File: src/hw/rtl/mfrf_pkg.sv
`timescale 1ns / 1ps

package mfrf_pkg;

    localparam int DEFAULT_MAX_BITS = 32;

    localparam int FRAME_W = 32;
    localparam int COUNT_W = 6;
    localparam int TIMER_W = 8;
    localparam int CFG_INDEX_W = 1;
    localparam int CFG_DATA_W = 8;
    localparam int QUEUE_DEPTH = 2;

    localparam logic [1:0] ACT_RX_TICK = 2'd0;
    localparam logic [1:0] ACT_LINE_EDGE = 2'd1;
    localparam logic [1:0] ACT_TX_TICK = 2'd2;

    localparam logic [CFG_INDEX_W-1:0] REG_HALF_BIT_THRESHOLD = 1'd0;
    localparam logic [CFG_INDEX_W-1:0] REG_FRAME_TIMEOUT = 1'd1;

    localparam logic [TIMER_W-1:0] HALF_BIT_THRESHOLD_RESET = 8'd75;
    localparam logic [TIMER_W-1:0] FRAME_TIMEOUT_RESET = 8'd200;

    typedef struct packed {
        logic rx_tick;
        logic line_edge;
        logic tx_tick;
        logic level;
    } cmd_t;

endpackage

File: src/hw/rtl/mfrf_front.sv
`timescale 1ns / 1ps

module mfrf_front (
    input  logic             item_valid,
    output logic             item_ready,
    input  logic [1:0]       action,
    input  logic             line_level,
    input  logic             queue_full,
    output logic             push,
    output mfrf_pkg::cmd_t   push_cmd
);
    import mfrf_pkg::*;

    assign item_ready = !queue_full;
    assign push = item_valid && !queue_full;

    // An unused action code becomes a command that changes nothing.
    always_comb
    begin
        push_cmd = '0;
        push_cmd.level = line_level;
        case (action)
            ACT_RX_TICK:   push_cmd.rx_tick = 1'b1;
            ACT_LINE_EDGE: push_cmd.line_edge = 1'b1;
            ACT_TX_TICK:   push_cmd.tx_tick = 1'b1;
            default:       push_cmd = '0;
        endcase
    end

endmodule

File: src/hw/rtl/mfrf_queue.sv
`timescale 1ns / 1ps

module mfrf_queue (
    input  logic             clk,
    input  logic             rst_n,
    input  logic             push,
    input  mfrf_pkg::cmd_t   push_cmd,
    output logic             full,
    input  logic             pop,
    output logic             valid,
    output mfrf_pkg::cmd_t   head_cmd
);
    import mfrf_pkg::*;

    localparam int PTR_W = (QUEUE_DEPTH > 1) ? $clog2(QUEUE_DEPTH) : 1;
    localparam int CNT_W = $clog2(QUEUE_DEPTH + 1);
    localparam logic [CNT_W-1:0] DEPTH_COUNT = CNT_W'(QUEUE_DEPTH);
    localparam logic [PTR_W-1:0] LAST_PTR = PTR_W'(QUEUE_DEPTH - 1);

    cmd_t entry_reg [QUEUE_DEPTH];
    logic [PTR_W-1:0] wr_ptr_reg;
    logic [PTR_W-1:0] wr_ptr_next;
    logic [PTR_W-1:0] rd_ptr_reg;
    logic [PTR_W-1:0] rd_ptr_next;
    logic [CNT_W-1:0] count_reg;
    logic [CNT_W-1:0] count_next;
    logic do_pop;

    assign full = (count_reg == DEPTH_COUNT);
    assign valid = (count_reg != '0);
    assign head_cmd = entry_reg[rd_ptr_reg];
    assign do_pop = pop && valid;

    always_comb
    begin
        wr_ptr_next = wr_ptr_reg;
        rd_ptr_next = rd_ptr_reg;
        count_next = count_reg;
        if (push)
        begin
            wr_ptr_next = (wr_ptr_reg == LAST_PTR) ? '0 : wr_ptr_reg + 1'b1;
        end
        if (do_pop)
        begin
            rd_ptr_next = (rd_ptr_reg == LAST_PTR) ? '0 : rd_ptr_reg + 1'b1;
        end
        if (push && !do_pop)
        begin
            count_next = count_reg + 1'b1;
        end
        else if (do_pop && !push)
        begin
            count_next = count_reg - 1'b1;
        end
    end

    always_ff @(posedge clk or negedge rst_n)
    begin
        if (!rst_n)
        begin
            wr_ptr_reg <= '0;
            rd_ptr_reg <= '0;
            count_reg <= '0;
        end
        else
        begin
            wr_ptr_reg <= wr_ptr_next;
            rd_ptr_reg <= rd_ptr_next;
            count_reg <= count_next;
        end
    end

    always_ff @(posedge clk)
    begin
        if (push)
        begin
            entry_reg[wr_ptr_reg] <= push_cmd;
        end
    end

endmodule

File: src/hw/rtl/mfrf_back.sv
`timescale 1ns / 1ps

module mfrf_back #(
    parameter int MAX_BITS = mfrf_pkg::DEFAULT_MAX_BITS
) (
    input  logic                              clk,
    input  logic                              rst_n,
    input  logic                              cfg_valid,
    output logic                              cfg_ready,
    input  logic [mfrf_pkg::CFG_INDEX_W-1:0]  cfg_index,
    input  logic [mfrf_pkg::CFG_DATA_W-1:0]   cfg_data,
    input  logic                              cmd_valid,
    input  mfrf_pkg::cmd_t                    cmd,
    output logic                              cmd_pop,
    output logic                              result_valid,
    input  logic                              result_ready,
    output logic                              tx_line,
    output logic                              tx_busy,
    output logic                              frame_ended,
    output logic                              frame_forwarded,
    output logic [mfrf_pkg::COUNT_W-1:0]      frame_bits
);
    import mfrf_pkg::*;

    localparam int COUNT_CAP_INT = (MAX_BITS > 63) ? 63 : MAX_BITS;
    localparam logic [COUNT_W-1:0] COUNT_CAP = COUNT_W'(COUNT_CAP_INT);

    logic [TIMER_W-1:0] threshold_reg;
    logic [TIMER_W-1:0] timeout_reg;

    logic               rx_running_reg, rx_running_next;
    logic [TIMER_W-1:0] rx_timer_reg, rx_timer_next;
    logic [FRAME_W-1:0] rx_shift_reg, rx_shift_next;
    logic [COUNT_W-1:0] rx_count_reg, rx_count_next;
    logic [FRAME_W-1:0] last_frame_reg, last_frame_next;
    logic [FRAME_W-1:0] tx_shift_reg, tx_shift_next;
    logic [COUNT_W-1:0] tx_bits_left_reg, tx_bits_left_next;
    logic               tx_phase_reg, tx_phase_next;
    logic               tx_active_reg, tx_active_next;
    logic               line_out_reg, line_out_next;

    logic               out_valid_reg;
    logic               ended_reg, ended_next;
    logic               forwarded_reg, forwarded_next;
    logic [COUNT_W-1:0] bits_reg, bits_next;

    logic [TIMER_W:0]   timer_inc;
    logic [COUNT_W-1:0] bit_index;
    logic               cur_bit;

    assign cfg_ready = 1'b1;
    assign cmd_pop = cmd_valid && (!out_valid_reg || result_ready);

    assign result_valid = out_valid_reg;
    assign tx_line = line_out_reg;
    assign tx_busy = tx_active_reg;
    assign frame_ended = ended_reg;
    assign frame_forwarded = forwarded_reg;
    assign frame_bits = bits_reg;

    assign timer_inc = {1'b0, rx_timer_reg} + 1'b1;
    assign bit_index = tx_bits_left_reg - 1'b1;
    // Bit positions beyond the frame register are sent as zero.
    assign cur_bit = bit_index[COUNT_W-1] ? 1'b0 : tx_shift_reg[bit_index[COUNT_W-2:0]];

    always_comb
    begin
        rx_running_next = rx_running_reg;
        rx_timer_next = rx_timer_reg;
        rx_shift_next = rx_shift_reg;
        rx_count_next = rx_count_reg;
        last_frame_next = last_frame_reg;
        tx_shift_next = tx_shift_reg;
        tx_bits_left_next = tx_bits_left_reg;
        tx_phase_next = tx_phase_reg;
        tx_active_next = tx_active_reg;
        line_out_next = line_out_reg;
        ended_next = 1'b0;
        forwarded_next = 1'b0;
        bits_next = '0;

        if (cmd.rx_tick)
        begin
            if (rx_running_reg)
            begin
                if (timer_inc >= {1'b0, timeout_reg})
                begin
                    rx_running_next = 1'b0;
                    rx_timer_next = '0;
                    ended_next = 1'b1;
                    bits_next = rx_count_reg;
                    if (rx_shift_reg != last_frame_reg)
                    begin
                        last_frame_next = rx_shift_reg;
                        tx_shift_next = rx_shift_reg;
                        tx_bits_left_next = rx_count_reg;
                        tx_phase_next = 1'b0;
                        tx_active_next = 1'b1;
                        forwarded_next = 1'b1;
                    end
                end
                else
                begin
                    rx_timer_next = timer_inc[TIMER_W-1:0];
                end
            end
        end
        else if (cmd.line_edge)
        begin
            if (!rx_running_reg)
            begin
                rx_running_next = 1'b1;
                rx_timer_next = '0;
                rx_shift_next = '0;
                rx_count_next = '0;
            end
            else if (!((rx_count_reg != '0) && (rx_timer_reg <= threshold_reg)))
            begin
                rx_timer_next = '0;
                rx_shift_next = {rx_shift_reg[FRAME_W-2:0], cmd.level};
                if (rx_count_reg < COUNT_CAP)
                begin
                    rx_count_next = rx_count_reg + 1'b1;
                end
            end
        end
        else if (cmd.tx_tick)
        begin
            if (tx_active_reg)
            begin
                if (tx_bits_left_reg == '0)
                begin
                    line_out_next = 1'b0;
                    tx_active_next = 1'b0;
                end
                else if (!tx_phase_reg)
                begin
                    line_out_next = cur_bit;
                    tx_phase_next = 1'b1;
                end
                else
                begin
                    line_out_next = !cur_bit;
                    tx_phase_next = 1'b0;
                    tx_bits_left_next = bit_index;
                end
            end
        end
    end

    always_ff @(posedge clk or negedge rst_n)
    begin
        if (!rst_n)
        begin
            threshold_reg <= HALF_BIT_THRESHOLD_RESET;
            timeout_reg <= FRAME_TIMEOUT_RESET;
        end
        else if (cfg_valid)
        begin
            case (cfg_index)
                REG_HALF_BIT_THRESHOLD: threshold_reg <= cfg_data;
                REG_FRAME_TIMEOUT:      timeout_reg <= cfg_data;
                default:                ;
            endcase
        end
    end

    always_ff @(posedge clk or negedge rst_n)
    begin
        if (!rst_n)
        begin
            rx_running_reg <= 1'b0;
            rx_timer_reg <= '0;
            rx_shift_reg <= '0;
            rx_count_reg <= '0;
            last_frame_reg <= '0;
            tx_shift_reg <= '0;
            tx_bits_left_reg <= '0;
            tx_phase_reg <= 1'b0;
            tx_active_reg <= 1'b0;
            line_out_reg <= 1'b1;
            out_valid_reg <= 1'b0;
        end
        else
        begin
            if (cmd_pop)
            begin
                rx_running_reg <= rx_running_next;
                rx_timer_reg <= rx_timer_next;
                rx_shift_reg <= rx_shift_next;
                rx_count_reg <= rx_count_next;
                last_frame_reg <= last_frame_next;
                tx_shift_reg <= tx_shift_next;
                tx_bits_left_reg <= tx_bits_left_next;
                tx_phase_reg <= tx_phase_next;
                tx_active_reg <= tx_active_next;
                line_out_reg <= line_out_next;
                out_valid_reg <= 1'b1;
            end
            else if (result_ready)
            begin
                out_valid_reg <= 1'b0;
            end
        end
    end

    always_ff @(posedge clk)
    begin
        if (cmd_pop)
        begin
            ended_reg <= ended_next;
            forwarded_reg <= forwarded_next;
            bits_reg <= bits_next;
        end
    end

endmodule

File: src/hw/rtl/manchester_frame_repeat_filter.sv
`timescale 1ns / 1ps

// Manchester frame repeat filter. Each item is a receive tick, a line edge with
// its sampled level, or a transmit half-bit tick, and each item yields exactly
// one result showing the transmit line, the transmitter state and whether a
// frame ended and was forwarded on that item. The block takes one item per
// clock while the command queue is not full. The item is written into the
// two-entry command queue at the accepting edge and then passes into the
// output register of the state update unit when that is free. Either
// side may stall without stopping the other until the queue fills. A
// configuration write is never stalled and takes effect at the edge that
// accepts it, so it should only be issued while no item is in flight.

module manchester_frame_repeat_filter #(
    parameter int MAX_BITS = mfrf_pkg::DEFAULT_MAX_BITS
) (
    input  logic                              clk,
    input  logic                              rst_n,
    input  logic                              cfg_valid,
    output logic                              cfg_ready,
    input  logic [mfrf_pkg::CFG_INDEX_W-1:0]  cfg_index,
    input  logic [mfrf_pkg::CFG_DATA_W-1:0]   cfg_data,
    input  logic                              item_valid,
    output logic                              item_ready,
    input  logic [1:0]                        action,
    input  logic                              line_level,
    output logic                              result_valid,
    input  logic                              result_ready,
    output logic                              tx_line,
    output logic                              tx_busy,
    output logic                              frame_ended,
    output logic                              frame_forwarded,
    output logic [mfrf_pkg::COUNT_W-1:0]      frame_bits
);
    import mfrf_pkg::*;

    logic queue_full;
    logic push;
    cmd_t push_cmd;
    logic queue_valid;
    cmd_t head_cmd;
    logic cmd_pop;

    mfrf_front u_front (
        .item_valid (item_valid),
        .item_ready (item_ready),
        .action     (action),
        .line_level (line_level),
        .queue_full (queue_full),
        .push       (push),
        .push_cmd   (push_cmd)
    );

    mfrf_queue u_queue (
        .clk      (clk),
        .rst_n    (rst_n),
        .push     (push),
        .push_cmd (push_cmd),
        .full     (queue_full),
        .pop      (cmd_pop),
        .valid    (queue_valid),
        .head_cmd (head_cmd)
    );

    mfrf_back #(
        .MAX_BITS (MAX_BITS)
    ) u_back (
        .clk             (clk),
        .rst_n           (rst_n),
        .cfg_valid       (cfg_valid),
        .cfg_ready       (cfg_ready),
        .cfg_index       (cfg_index),
        .cfg_data        (cfg_data),
        .cmd_valid       (queue_valid),
        .cmd             (head_cmd),
        .cmd_pop         (cmd_pop),
        .result_valid    (result_valid),
        .result_ready    (result_ready),
        .tx_line         (tx_line),
        .tx_busy         (tx_busy),
        .frame_ended     (frame_ended),
        .frame_forwarded (frame_forwarded),
        .frame_bits      (frame_bits)
    );

endmodule

File: config.mk
export PLATFORM = sky130hd
export DESIGN_NAME = manchester_frame_repeat_filter
export DESIGN_NICKNAME = d
export VERILOG_FILES = /design/src/hw/rtl/mfrf_pkg.sv /design/src/hw/rtl/mfrf_front.sv /design/src/hw/rtl/mfrf_queue.sv /design/src/hw/rtl/mfrf_back.sv /design/src/hw/rtl/manchester_frame_repeat_filter.sv
export SDC_FILE = /design/constraint.sdc
export NUM_CORES = 1
export LEC_CHECK = 0
export ABC_CLOCK_PERIOD_IN_PS = 3700
export BUFFER_PORTS_ARGS = -buffer_cell sky130_fd_sc_hd__buf_4
export CAP_MARGIN = 20
export CORE_MARGIN = 5
export CORE_UTILIZATION = 35
export CTS_BUF_LIST = sky130_fd_sc_hd__clkbuf_16
export CTS_CLUSTER_DIAMETER = 80
export CTS_CLUSTER_SIZE = 14
export DETAILED_ROUTE_END_ITERATION = 6
export PLACE_DENSITY = 0.47
export SYNTH_ARGS = -nofsm -noshare
export SYNTH_HDL_FRONTEND = slang
export SYNTH_SLANG_ARGS = --single-unit
File: constraint.sdc
create_clock -name clk -period 3.7 [get_ports clk]
set_input_delay 0.555 -clock clk [delete_from_list [all_inputs] [get_ports clk]]
set_output_delay 0.555 -clock clk [all_outputs]
set_load 0.005 [all_outputs]
# [Word level (Yosys, flattened, before mapping)]
# Memory sizes are Yosys's and may differ from the RTL's.
# Cells that the tools add are included.
[op_classes] add_sub_neg=7 order_cmp=4 eq_ne=12 muxes=60 n_bitwise=3 n_reduce_logical=36
[op_table] operator="6-bit 2-to-1 mux" count=12
[op_table] operator="32-bit 2-to-1 mux" count=2
[op_table] operator="8-bit 2-to-1 mux" count=6
[op_table] operator="1-bit 2-to-1 mux" count=37
[op_table] operator="32-bit inequality test" count=1
[op_table] operator="5-bit AND reduction" count=3
[op_table] operator="2-bit nonzero test" count=7
[op_table] operator="8-bit by 1-bit adder with 9-bit output, second input constant" count=1
[op_table] operator="9-bit by 8-bit greater-or-equal comparator with 1-bit output" count=1
[op_table] operator="9-bit AND reduction" count=1
[op_table] operator="8-bit <= comparator" count=1
[op_table] operator="2-bit by 1-bit inequality test with 1-bit output, second input constant" count=4
[op_table] operator="2-bit AND reduction" count=4
[op_table] operator="4-bit AND reduction" count=2
[op_table] operator="8-bit AND reduction" count=1
[op_table] operator="6-bit by 1-bit adder with 6-bit output, second input constant" count=1
[op_table] operator="1-bit logical AND" count=6
[op_table] operator="6-bit zero test" count=1
[op_table] operator="5-bit by 6-bit less-than comparator with 1-bit output, second input constant" count=1
[op_table] operator="6-bit less-than comparator, second input constant" count=1
[op_table] operator="2-bit inequality test, second input constant" count=3
[op_table] operator="6-bit AND reduction" count=1
[op_table] operator="6-bit nonzero test" count=1
[op_table] operator="6-bit by 1-bit subtractor with 6-bit output, second input constant" count=1
[op_table] operator="other kinds (14)" count=23
[totals] ff_bits=117 mem_bits_rw=8 inputBits=17 output_inout_bits=13 elab_cells=141 memories=1
[mem_list] name="u_queue.entry_reg" depth=2 width=4 rd=1 rd_ports_with_merged_regs=0 write_ports=1 line="mfrf_queue.sv:20" rtl="cmd_t entry_reg [QUEUE_DEPTH];"

# [Depth between registers and ports, before layout]
[logic_depth] word_depth=7 depth_mapped=14 depth_no_buf=12

# [By module]
# From an unflattened synthesis, not the netlist that was laid out.
[unflattened] hier_cells=582 hier_area_um2=6491.2
[modules_own_cells] module="mfrf_back" n_inst=1 cells_each=548 area_per_inst_um2=5968.2
[modules_own_cells] module="mfrf_queue" n_inst=1 cells_each=28 area_per_inst_um2=486.7
[modules_own_cells] module="mfrf_front" n_inst=1 cells_each=6 area_per_inst_um2=36.3

# [Worst setup path before layout]
# OpenSTA, ideal clock, no wires.
[synth_path] path_type="flip-flop to flip-flop" from="reg u_back.rx_timer_reg[0]" to="reg u_back.tx_bits_left_reg[2]" setup_time_ns=0.125 arrival_ns=2.778 t_required_ns=3.575 path_slack_ns=0.797 stages_incl_launch_ff=14 path_buffers=1 period_less_slack_ns=2.903 path_cell_list="dfrtp_1 -> ha_1 -> and3_1 -> and3_4 -> xor2_1 -> ha_1 -> a211o_1 -> a21oi_1 -> o21ai_0 -> a21boi_4 -> nor3_4 -> a31o_4 -> buf_6 -> mux2_4"
[synth_between] elab_chain_cells=4
[synth_rtl] element="start: declaration" line="mfrf_back.sv:32" rtl="logic [TIMER_W-1:0] rx_timer_reg, rx_timer_next;"
[synth_rtl] element="start signal: assignment" line="mfrf_back.sv:189" rtl="rx_timer_reg <= rx_timer_next;"
[synth_rtl] element="8-bit by 1-bit adder with 9-bit output" line="mfrf_back.sv:61" rtl="assign timer_inc = {1'b0, rx_timer_reg} + 1'b1;"
[synth_rtl] element="9-bit by 8-bit greater-or-equal comparator with 1-bit output" line="mfrf_back.sv:86" rtl="if (timer_inc >= {1'b0, timeout_reg})"
[synth_rtl] element="2-bit by 1-bit inequality test with 1-bit output (no source line)"
[synth_rtl] element="9-bit AND reduction (no source line)"
[synth_rtl] element="end signal: assignment" line="mfrf_back.sv:194" rtl="tx_bits_left_reg <= tx_bits_left_next;"
[synth_rtl] element="end: declaration" line="mfrf_back.sv:37" rtl="logic [COUNT_W-1:0] tx_bits_left_reg, tx_bits_left_next;"
# Every way passes these cells.
# A chain may end at the register's enable or synchronous reset.

# [Worst setup path in the final report]
# Ends and elaborated chain as after synthesis.

==> flow_summary.yaml <==
layout:
  final_util: 0.410
  final_common_cell: "dfrtp_1"
  drive_above_1_share: 0.221
  final_nets: 646
  fin_area_um2: 7360
  layout_common_cells: "dfrtp_1 (101), nand2_1 (89), o21ai_0 (50)"
  n_antenna_cell: 0
  syn2layout_area_growth_pct: 15.7
clock_network:
  clockRootBuffer: "clkbuf_16"
  cts_buffer_depth: 2
  hold_buffers: 0
  h-tree-depth: 4
  clock_latency_ns: 0.42
  cts_tree: "yes"
  numClockSinks: 125
  cts_buffers: 17
  postCtsSetupRepairBufs: 0
  clkSlewWorstSetupHoldPaths_ns: 0.06
  cts_resized: 0
route:
  postRouteAntennaNets: 0
  via_per_inst: 4.97
  wl_per_cell_um: 16.2
  vias: 4222
  drtIter0Drc: 217
  routed_wl_um: 13800
  drtPass1Iterations: 4
  drc: 0
floorplan:
  core_um2: 18000
  fp.dieH_um: 145
  ioPinCount: 30
  die_w_um: 145
  dieArea_um2: 21000
  row_count: 49
  start_util: 0.354
synthesis:
  ys.flop_type: "dfrtp_1"
  synth_cells: 576
  synth_area_leaders: "dfrtp_1 (40%), mux2_2 (7.8%), edfxtp_1 (7.6%)"
  syn-num-nets: 615
  synth_top_cell_by_area: "dfrtp_1"
  synthDistinctLibCells: 56
  yosysWarnings: 0
  ys_seq_elements: 125
  ys_seq_area_frac: 0.506
  synth_top_area_frac: 0.397
  async_flop_share: 0.872
  syn_area_per_cell_um2: 11.0
  synth_edf_count: 16
  syn_area_um2: 6360
critical_path:
  reg2reg_depth: 12
  cp_slowest_cell: "dfrtp_1"
  start_kind: "flop"
  crit_chain: "ha_1 -> and3_1 -> and3_4 -> xor2_1 -> ha_1 -> a211o_1 -> a21oi_1 -> o21ai_0 -> a21boi_4 -> nor3_4 -> a31o_4 -> mux2_4"
  rr_startpoint: "u_back.rx_timer_reg[0]"
  path_common_cell: "ha_1"
  required_ns: 4.00
  cp-end-kind: "flop"
  path_class: "reg2reg"
  crit_fanout: 11
  slowest_delay_ns: 0.44
  r2r_end: "u_back.tx_bits_left_reg[2]"
  reg2reg_slack_ns: 0.45
  worstPathArrival_ns: 3.55
sta:
  setup_tns_ns: 0
  period_share: 0.878
  drv_slew: 0
  tightest_slew_ns: 0.771
  layout_setup_ws_ns: 0.451
  finalCriticalPeriod_ns: 3.25
  finalHoldViolations: 0
  skew_ns: 0.0100
  rsz0062_at_grt: "false"
  setup_viol: 0
  fmax_ghz: 0.308
  relSlewSlack: 0.486
grt:
  grt_pass1_vias: 4330
  antenna_found_initial: 0
  grt.total_usage: 0.143
  grt_max_degree: 66
  gr-total-overflow: 0
  grt_pass1_wl_um: 23000
power_and_ir_drop:
  p_total_uw: 4320
  p_leak_uw: 0.00352
  powerDensity_nw_per_um2: 586
  peakVddDrop_uv: 319
placement:
  preCtsSetupSlack_ns: 0.469
  dp_hpwl_um: 9670
  globalplace.congestion: 0.777
  port_buffers: 28
  place_area_um2: 6810
flow_run:
  drv_cap: 0
outcome:
  status: "completed"
min_path:
  hold_class: "in2async"
-- worst max-delay path: cells and delay by family (launching register included) --
kind                     cells  cell delay (ns)
adder cells (fa/ha/maj)      2             0.50
AO/OA/AOI/OAI                5             1.20
multiplexers                 1             0.30
XOR/XNOR                     1             0.15
AND/OR/NAND/NOR              3             0.54
flip-flops                   1             0.44
-- per-layer routing --
layer | track usage | share of wire | up-vias
met4 | 0.0457 | 0.011 | 0
met1 | 0.192 | 0.48 | 2081
met3 | 0.0355 | 0.034 | 12
met2 | 0.228 | 0.48 | 62
li1 | - | - | 2067
met5 | 0 | 0 | -
-- worst max-delay path by stage --
stage / startpoint / end / cells after the start
after floorplan: u_back.rx_timer_reg[0] / u_back.tx_bits_left_reg[2] / 13
after global placement: u_back.rx_timer_reg[0] / u_back.tx_bits_left_reg[2] / 12
after detailed placement: u_back.rx_timer_reg[0] / u_back.tx_bits_left_reg[2] / 12
after CTS: u_back.rx_timer_reg[0] / u_back.tx_bits_left_reg[2] / 12
after global routing: u_back.rx_timer_reg[0] / u_back.tx_bits_left_reg[2] / 12
final: u_back.rx_timer_reg[0] / u_back.tx_bits_left_reg[2] / 12
-- kinds of logic (layout without fill, tap and decap cells) --
| kind of cell | Yosys count | in the layout | share of synthesized area |
|---|---|---|---|
| flops | 125 | 125 | 0.506 |
| mux | 63 | 63 | 0.130 |
| simple gates | 162 | 162 | 0.119 |
| buf+inv | 56 | 100 | 0.0413 |
| other cells | 1 | 1 | 0.000589 |
| fa+ha+maj | 22 | 22 | 0.0433 |
| xor+xnor | 49 | 49 | 0.0686 |
| compound gates | 98 | 98 | 0.0922 |
-- final cells by class --
class                   instances  area, um^2
fillers                      1694       10600
clock inverters                14         105
inverters                      31         116
flip-flops and latches        125        3220
clock buffers                  18         450
well taps                     229         287
multi-input cells             395        2900
repair buffers                 37         290
-- report_power, final --
| group | switching [uW] | internal, uW | total (uW) |
|---|---|---|---|
| sequential | 174 | 1590 | 1770 |
| clock | 608 | 948 | 1560 |
| combinational | 573 | 422 | 995 |
-- synth_stat cells, types with 2 or more instances --
master    instances
xnor2_1          12
dfrtp_1         101
xor2_1           36
dfstp_2           8
and2_1            4
o21a_1            5
or4_1             2
a21o_1            3
mux2_2           44
inv_1            31
ha_1             22
mux2_4            2
o21ai_0          50
nor2_1           13
nand2b_1          5
nor3_1            9
and3_1            5
buf_2             6
nand3_1          12
o31ai_1           2
buf_4             2
nor4_1            9
o22ai_1           2
clkbuf_1          9
mux2i_1           6
o21ai_1           2
buf_6             5
mux4_2           10
nand4_1           4
a211oi_1          2
buf_1             3
nor2b_1           4
edfxtp_1         16
nand2_1          89
a31oi_1           5
a21oi_1          16
-- metrics by stage --
stage,hold slack (ns),std cells
after floorplan,0.259,576
after global placement,0.477,817
after detailed placement,0.490,817
after CTS,0.221,849
after global routing,0.265,849
final,0.201,849
Power figures use the tool's default switching activity.
